<file path="config.mk">
export PLATFORM = sky130hd
export DESIGN_NAME = crc16_frame_receiver
export DESIGN_NICKNAME = d
export VERILOG_FILES = /design/src/design/crc16fr_pkg.sv /design/src/design/crc16_frame_receiver.sv
export VERILOG_INCLUDE_DIRS = /design/src /design/src/design
export SDC_FILE = /design/constraint.sdc
export NUM_CORES = 1
export LEC_CHECK = 0
export BUFFER_PORTS_ARGS = -buffer_cell sky130_fd_sc_hd__buf_4
export CAP_MARGIN = 0
export CORE_ASPECT_RATIO = 1.25
export CORE_MARGIN = 1.5
export CORE_UTILIZATION = 25
export CTS_BUF_LIST = sky130_fd_sc_hd__clkbuf_16
export DETAILED_ROUTE_END_ITERATION = 16
export SYNTH_ARGS = -nofsm -noshare
export SYNTH_HDL_FRONTEND = slang
export SYNTH_SLANG_ARGS = --single-unit
</file>
<file path="constraint.sdc">
create_clock -name clk -period 3.1 [get_ports clk]
set_input_delay 0.155 -clock clk [delete_from_list [all_inputs] [get_ports clk]]
set_output_delay 0.155 -clock clk [all_outputs]
set_load 0.01 [all_outputs]
</file>
<file path="src/design/crc16_frame_receiver_assert.svh">
// assertion macros for the crc16 frame receiver
// no dependencies; included by the top level
`ifndef CRC16_FRAME_RECEIVER_ASSERT_SVH
`define CRC16_FRAME_RECEIVER_ASSERT_SVH

// same-cycle implication
`define CRC16FR_ASSERT_NOW(lbl, clk, rst, ante, cons, msg) \
  lbl: assert property (@(posedge clk) disable iff (rst) (ante) |-> (cons)) else $error(msg);

// next-cycle implication
`define CRC16FR_ASSERT_NEXT(lbl, clk, rst, ante, cons, msg) \
  lbl: assert property (@(posedge clk) disable iff (rst) (ante) |=> (cons)) else $error(msg);

`endif

</file>
<file path="src/design/crc16fr_pkg.sv">
// shared constants for the crc16 frame receiver
// no dependencies
package crc16fr_pkg;

  localparam int BYTE_W = 8;
  localparam int LEN_W  = 6;
  localparam int ID_W   = 16;
  localparam int CRC_W  = 16;
  localparam int OUT_W  = 64;

  localparam logic [CRC_W-1:0]  CRC_POLY      = 16'h1021;
  localparam logic [BYTE_W-1:0] DEF_START     = 8'h30;
  localparam logic [BYTE_W-1:0] DEF_END       = 8'h04;
  localparam logic [LEN_W-1:0]  HDR_LAST_IDX  = 6'd6;

  localparam logic REG_START = 1'b0;
  localparam logic REG_END   = 1'b1;

  localparam logic KIND_HDR     = 1'b0;
  localparam logic KIND_PAYLOAD = 1'b1;

endpackage

</file>
<file path="src/design/crc16_frame_receiver.sv">
// crc16 frame receiver: start/end framed packet deframer with crc-16 check
// depends on crc16fr_pkg and crc16_frame_receiver_assert.svh

// One received byte per input request. A header or payload byte is accepted
// and then folded in by the single shared CRC shift stage, one bit per cycle;
// start, CRC and end bytes are taken without a shift stage. When the end byte
// closes a good frame the block emits a header result and then one result per
// payload byte, read from the on-chip payload memory, each with one memory read
// and one output load; output back-pressure stretches this. No input is taken
// while a byte is being folded in or results are being emitted; the last result
// may still sit in the output register while the next byte is taken. No clearing
// pass after reset.
module crc16_frame_receiver #(
  parameter int MAX_DATA = 48
) (
  input  logic        clk,
  input  logic        rst,
  input  logic        s_axis_tvalid,
  output logic        s_axis_tready,
  input  logic [7:0]  s_axis_tdata,   // [7:0] rx_byte
  output logic        m_axis_tvalid,
  input  logic        m_axis_tready,
  // [7:0] first_command, [15:8] second_command, [31:16] source_id,
  // [47:32] destination_id, [53:48] payload_length, [61:54] payload_byte, [63:62] zero
  output logic [63:0] m_axis_tdata,
  output logic        m_axis_tuser,   // [0] kind
  output logic        m_axis_tlast,   // last_of_frame
  input  logic        cfg_valid,
  output logic        cfg_ready,
  input  logic        cfg_index,
  input  logic [7:0]  cfg_data
);

  localparam int AW = (MAX_DATA > 1) ? $clog2(MAX_DATA) : 1;
  localparam logic [crc16fr_pkg::BYTE_W-1:0] MAX_LEN = crc16fr_pkg::BYTE_W'(MAX_DATA);

  typedef enum logic [2:0] {
    PH_HUNT, PH_HEADER, PH_PAYLOAD, PH_CRC, PH_END
  } phase_t;

  typedef enum logic [2:0] {
    C_IDLE, C_SHIFT, C_HDR, C_FETCH, C_LOAD
  } ctl_t;

  phase_t phase;
  ctl_t   ctl;

  logic [crc16fr_pkg::BYTE_W-1:0] start_byte;
  logic [crc16fr_pkg::BYTE_W-1:0] end_byte;
  logic [crc16fr_pkg::LEN_W-1:0]  byte_index;
  logic [crc16fr_pkg::BYTE_W-1:0] held_first_command;
  logic [crc16fr_pkg::BYTE_W-1:0] held_second_command;
  logic [crc16fr_pkg::ID_W-1:0]   held_source;
  logic [crc16fr_pkg::ID_W-1:0]   held_destination;
  logic [crc16fr_pkg::LEN_W-1:0]  held_length;
  logic [crc16fr_pkg::CRC_W-1:0]  running_crc;
  logic [crc16fr_pkg::CRC_W-1:0]  received_crc;
  logic [2:0]                     bit_cnt;
  logic [crc16fr_pkg::LEN_W-1:0]  emit_idx;

  logic                            out_valid;
  logic                            out_kind;
  logic                            out_last;
  logic [crc16fr_pkg::OUT_W-1:0]   out_data;

  logic [crc16fr_pkg::BYTE_W-1:0] payload_store [MAX_DATA];
  logic [crc16fr_pkg::BYTE_W-1:0] mem_q;

  logic                           in_accept;
  logic                           slot_free;
  logic                           out_load;
  logic                           mem_we;
  logic                           emit_last;
  logic [crc16fr_pkg::BYTE_W-1:0] b;
  logic [crc16fr_pkg::CRC_W-1:0]  crc_shift;
  logic [crc16fr_pkg::CRC_W-1:0]  crc_step;
  logic [crc16fr_pkg::LEN_W-1:0]  index_inc;
  logic [crc16fr_pkg::LEN_W-1:0]  emit_inc;

  assign s_axis_tready = (ctl == C_IDLE);
  assign cfg_ready     = 1'b1;
  assign in_accept     = s_axis_tvalid && s_axis_tready;
  assign b             = s_axis_tdata;
  assign slot_free     = !out_valid || m_axis_tready;
  assign out_load      = slot_free && (ctl == C_HDR || ctl == C_LOAD);
  assign mem_we        = in_accept && (phase == PH_PAYLOAD);
  assign crc_shift     = {running_crc[crc16fr_pkg::CRC_W-2:0], 1'b0};
  assign crc_step      = running_crc[crc16fr_pkg::CRC_W-1] ?
                         (crc_shift ^ crc16fr_pkg::CRC_POLY) : crc_shift;
  assign index_inc     = byte_index + 6'd1;
  assign emit_inc      = emit_idx + 6'd1;
  assign emit_last     = (emit_inc == held_length);

  assign m_axis_tvalid = out_valid;
  assign m_axis_tdata  = out_data;
  assign m_axis_tuser  = out_kind;
  assign m_axis_tlast  = out_last;

  // payload memory: one write port, one registered read port
  always_ff @(posedge clk) begin
    if (mem_we) begin
      payload_store[byte_index[AW-1:0]] <= b;
    end
    if (ctl == C_FETCH) begin
      mem_q <= payload_store[emit_idx[AW-1:0]];
    end
  end

  always_ff @(posedge clk) begin
    if (rst) begin
      ctl                 <= C_IDLE;
      phase               <= PH_HUNT;
      start_byte          <= crc16fr_pkg::DEF_START;
      end_byte            <= crc16fr_pkg::DEF_END;
      byte_index          <= '0;
      held_first_command  <= '0;
      held_second_command <= '0;
      held_source         <= '0;
      held_destination    <= '0;
      held_length         <= '0;
      running_crc         <= '0;
      received_crc        <= '0;
      bit_cnt             <= '0;
      emit_idx            <= '0;
      out_valid           <= 1'b0;
      out_kind            <= crc16fr_pkg::KIND_HDR;
      out_last            <= 1'b0;
      out_data            <= '0;
    end else begin
      if (cfg_valid) begin
        unique case (cfg_index)
          crc16fr_pkg::REG_START: start_byte <= cfg_data;
          crc16fr_pkg::REG_END:   end_byte   <= cfg_data;
        endcase
      end

      if (out_valid && m_axis_tready && !out_load) begin
        out_valid <= 1'b0;
      end

      unique case (ctl)
        C_IDLE: begin
          if (in_accept) begin
            case (phase)
              PH_HEADER: begin
                running_crc <= running_crc ^ {b, 8'h00};
                bit_cnt     <= '0;
                ctl         <= C_SHIFT;
                unique case (byte_index[2:0])
                  3'd0: held_first_command <= b;
                  3'd1: held_second_command <= b;
                  3'd2: held_source[15:8] <= b;
                  3'd3: held_source[7:0] <= b;
                  3'd4: held_destination[15:8] <= b;
                  3'd5: held_destination[7:0] <= b;
                  default: ;
                endcase
                if (byte_index >= crc16fr_pkg::HDR_LAST_IDX) begin
                  byte_index <= '0;
                  if (b > MAX_LEN) begin
                    phase <= PH_HUNT;
                  end else begin
                    held_length <= b[crc16fr_pkg::LEN_W-1:0];
                    phase <= (b[crc16fr_pkg::LEN_W-1:0] == '0) ? PH_CRC : PH_PAYLOAD;
                  end
                end else begin
                  byte_index <= index_inc;
                end
              end
              PH_PAYLOAD: begin
                running_crc <= running_crc ^ {b, 8'h00};
                bit_cnt     <= '0;
                ctl         <= C_SHIFT;
                if (index_inc >= held_length) begin
                  byte_index <= '0;
                  phase      <= PH_CRC;
                end else begin
                  byte_index <= index_inc;
                end
              end
              PH_CRC: begin
                received_crc <= {received_crc[7:0], b};
                if (byte_index != '0) begin
                  byte_index <= '0;
                  phase      <= PH_END;
                end else begin
                  byte_index <= 6'd1;
                end
              end
              PH_END: begin
                phase      <= PH_HUNT;
                byte_index <= '0;
                if (b == end_byte && received_crc == running_crc) begin
                  ctl <= C_HDR;
                end
              end
              default: begin
                phase <= PH_HUNT;
                if (b == start_byte) begin
                  phase        <= PH_HEADER;
                  byte_index   <= '0;
                  running_crc  <= '0;
                  received_crc <= '0;
                end
              end
            endcase
          end
        end
        C_SHIFT: begin
          running_crc <= crc_step;
          bit_cnt     <= bit_cnt + 3'd1;
          if (bit_cnt == 3'd7) begin
            ctl <= C_IDLE;
          end
        end
        C_HDR: begin
          if (slot_free) begin
            out_valid <= 1'b1;
            out_kind  <= crc16fr_pkg::KIND_HDR;
            out_last  <= (held_length == '0);
            out_data  <= {2'b00, 8'h00, held_length, held_destination, held_source,
                          held_second_command, held_first_command};
            emit_idx  <= '0;
            ctl       <= (held_length == '0) ? C_IDLE : C_FETCH;
          end
        end
        C_FETCH: begin
          ctl <= C_LOAD;
        end
        C_LOAD: begin
          if (slot_free) begin
            out_valid <= 1'b1;
            out_kind  <= crc16fr_pkg::KIND_PAYLOAD;
            out_last  <= emit_last;
            out_data  <= {2'b00, mem_q, held_length, held_destination, held_source,
                          held_second_command, held_first_command};
            emit_idx  <= emit_inc;
            ctl       <= emit_last ? C_IDLE : C_FETCH;
          end
        end
        default: begin
          ctl <= C_IDLE;
        end
      endcase
    end
  end

`include "crc16_frame_receiver_assert.svh"

  `CRC16FR_ASSERT_NEXT(a_shift_blocks_input, clk, rst,
    in_accept && (phase == PH_HEADER || phase == PH_PAYLOAD), !s_axis_tready,
    "input taken while crc bits still pending")

  `CRC16FR_ASSERT_NEXT(a_shift_length, clk, rst,
    ctl == C_SHIFT && bit_cnt == 3'd7, ctl == C_IDLE,
    "crc shift did not end after eight steps")

  `CRC16FR_ASSERT_NOW(a_emit_while_hunting, clk, rst,
    ctl == C_HDR || ctl == C_FETCH || ctl == C_LOAD, phase == PH_HUNT,
    "results emitted outside hunting phase")

  `CRC16FR_ASSERT_NOW(a_header_no_payload, clk, rst,
    m_axis_tvalid && m_axis_tuser == crc16fr_pkg::KIND_HDR, m_axis_tdata[61:54] == 8'h00,
    "header result carries a payload byte")

endmodule
</file>
==> results.toml <==
[sta]
finalCritPeriodShare_pct = 86.76
grt_setup_unrepaired = "no"
fin_skew_ns = 0.02203
maxSlewViolCount = 0
fin_crit_ns = 2.690
worst_slew_pin_slew_ns = 0.8209
setup_viol = 0
finalHoldViolations = 0
tns_ns = 0
slew-limit-headroom_pct = 45.21
holdWs_ns = 0.03625
fmax_mhz = 371.8

[detailed_routing]
detail_route.first_pass.iterations = 7
num_vias = 14160
avgViaCountPerCell = 4.684
drc = 0
drt-total-wl_um = 60660
first_iter_violations = 1193
wire_per_inst_um = 20.07
ant_nets = 0

[clock_tree]
worstSkewPairLatency_ns = 0.61
clk_transition_reported_paths_ns = 0.07
htree_levels = 2
clkSinkCount = 580
clockRootBuffer = "clkbuf_16"
cts_tree = "yes"
ctsLongestPathBuffers = 3
cts_setup_buffers = 0
cts_buffers = 52

[yosys]
synth_edf_count = 392
synth_top_area_share_pct = 51.27
synth_top_flop_cell = "edfxtp_1"
ys_seq_area_share_pct = 67.67
netlist_top_cells_area = "edfxtp_1 (51%), dfxtp_1 (16%), mux4_2 (10%), nand2_1 (3.4%), a21oi_1 (2.4%)"
syn-mean-instance-area_sq_um = 14.06
ys_ff_latch = 580
ys_warn_count = 0
async_flop_share_pct = 0
synth_cells = 1633
synth_area_sq_um = 22960
yosys.area.top_type = "edfxtp_1"
yosysUniqueCellTypes = 64

[setup_path]
slowest_stage = "dfxtp_1"
critPathMaxStageDelay_ns = 0.49
r2r_start = "byte_index[1]"
critPathKind = "reg -> reg"
cp-end-kind = "flop"
cp.arrival_ns = 3.23
critPathLaunch = "byte_index[1]"
required_ns = 3.64
crit_path_start_kind = "flop"
crit_fanout = 9
crit_chain = "inv_1 -> nor3_1 -> xnor2_1 -> ha_1 -> a21oi_1 -> nand3_1 -> o31ai_2 -> nand2_1 -> o211ai_1"
crit_buf_inv = 1
critPathTopFamily = "compound AO/OA/AOI/OAI gates"

[die]
die_y_um = 341.8
die_w_um = 274.0
design.core.area_sq_um = 91230
dieArea_sq_um = 93670
ios = 91
num_rows = 124
initial_utilization_pct = 25.17

[cells_and_area]
layout_common_cells = "edfxtp_1 (392), nand2_1 (205), dfxtp_1 (186)"
syn_to_final_growth_pct = 19.69
drive_gt1_share_pct = 20.77
final_core_utilization_pct = 30.12
nNetsFinal = 1819
fin_area_sq_um = 27480
layout_commonest_cell = "edfxtp_1"

[placed_design]
gp_congestion = 0.8571
portBuffers = 87
hpwl_um = 40750
postPlaceCellArea_sq_um = 25410

[grt]
grt_pass1_vias = 14150
grt_max_degree = 107
grtUsageTotal_pct = 12.78
grt_pass1_wl_um = 90110
grt_overflow = 0
antenna_found_initial = 4

[flow_run]
maxCapViolCount = 0

[pwr]
max-vdd-ir-drop_mv = 0.4516
power.density_nw_per_um2 = 571.4
p_total_mw = 15.70
leakage_nw = 9.029

[min_path]
worstHoldStart = "s_axis_tvalid"
hold_path_class = "in -> reg"

[run_status]
status = "complete, no violations"
logic make-up after synthesis:
kind of cell               count (synthesis)  share of synthesized area, %
DFF                                      580                         67.67
other                                      2                       0.03271
and+or+nand+nor                          479                         9.123
buffers and inverters                    131                         2.496
muxes                                    128                         11.25
adders and majority gates                 15                        0.8066
xor gates and xnor gates                  46                         1.755
AOI/OAI and AO/OA                        252                         6.872
metal layers:
metal	global-route usage, %	share of wire [%]
met4	6.685	5.0
met2	22.46	51
met5	0	0.038
met3	1.916	5.7
met1	14.99	39
worst register-to-register path: stages (launching register included):
cell      delay (ns)
dfxtp_1         0.49
inv_1           0.16
nor3_1          0.29
xnor2_1         0.21
ha_1            0.29
a21oi_1         0.18
nand3_1         0.15
o31ai_2         0.46
nand2_1         0.19
o211ai_1        0.20
through the flow:
step	instances	setup slack, ns
detailed placement	2903	0.3389
CTS	3022	0.3033
global route	3023	0.2353
global placement	2903	0.4058
floorplan	1634	0.6607
finish	3023	0.4103
synthesized netlist by cell type, drive strengths merged (4+ instances only):
cell	count
xor2	30
edfxtp	392
clkbuf	67
ha	14
nand2b	6
a31o	10
nand3	62
xnor2	16
nand4	6
dfxtp	188
a22oi	27
and2	4
nor4	11
a211oi	4
nand2	207
o22ai	35
o21ai	26
a21oi	112
a32o	9
or4	10
nor2	142
mux2i	24
nor2b	6
a32oi	7
buf	39
nor3	8
mux4	104
and3	4
inv	25
registers in the layout, indices dropped and copies added (netlist names), 6 cells and up:
signal and flops:
byte_index 6, end_byte 8, held_destination 16, held_source 16, mem_q 8, m_axis_tdata 62, received_crc 16, emit_idx 6
running_crc 16, start_byte 8, payload_store 384, held_second_command 8, held_length 6, held_first_command 8
final cells by class:
cell class	instances	area, sq um
antenna	1	2.502
tap	1197	1498
sequential	580	15540
fill	9033	63750
multi-input combinational	923	6869
clock inverter	39	405.4
timing repair buffer	201	1642
inverter	25	93.84
clock buffer	57	1426
report_power, final:
part | switching (mW) | internal, mW
logic | 0.401 | 0.167
registers | 0.0228 | 8.26
clock network | 2.87 | 3.98
worst paths after layout:
path | endpoint | slack [ns] | cells past startpoint
worst max-delay path | byte_index[0] | 0.41 | 9
worst max register to register | byte_index[0] | 0.41 | 9
worst min register to register | m_axis_tdata[41] | 0.45 | 2
worst min-delay path | phase[2] | 0.04 | 5
timing repair:
item / CTS / global route
setup endpoints to repair: 0 / 1
hold buffers: 23 / 0
resized for setup: 0 / 1
endpoints found under the hold margin: 66 / 0
Note: power is estimated with default switching activity, not from simulation.
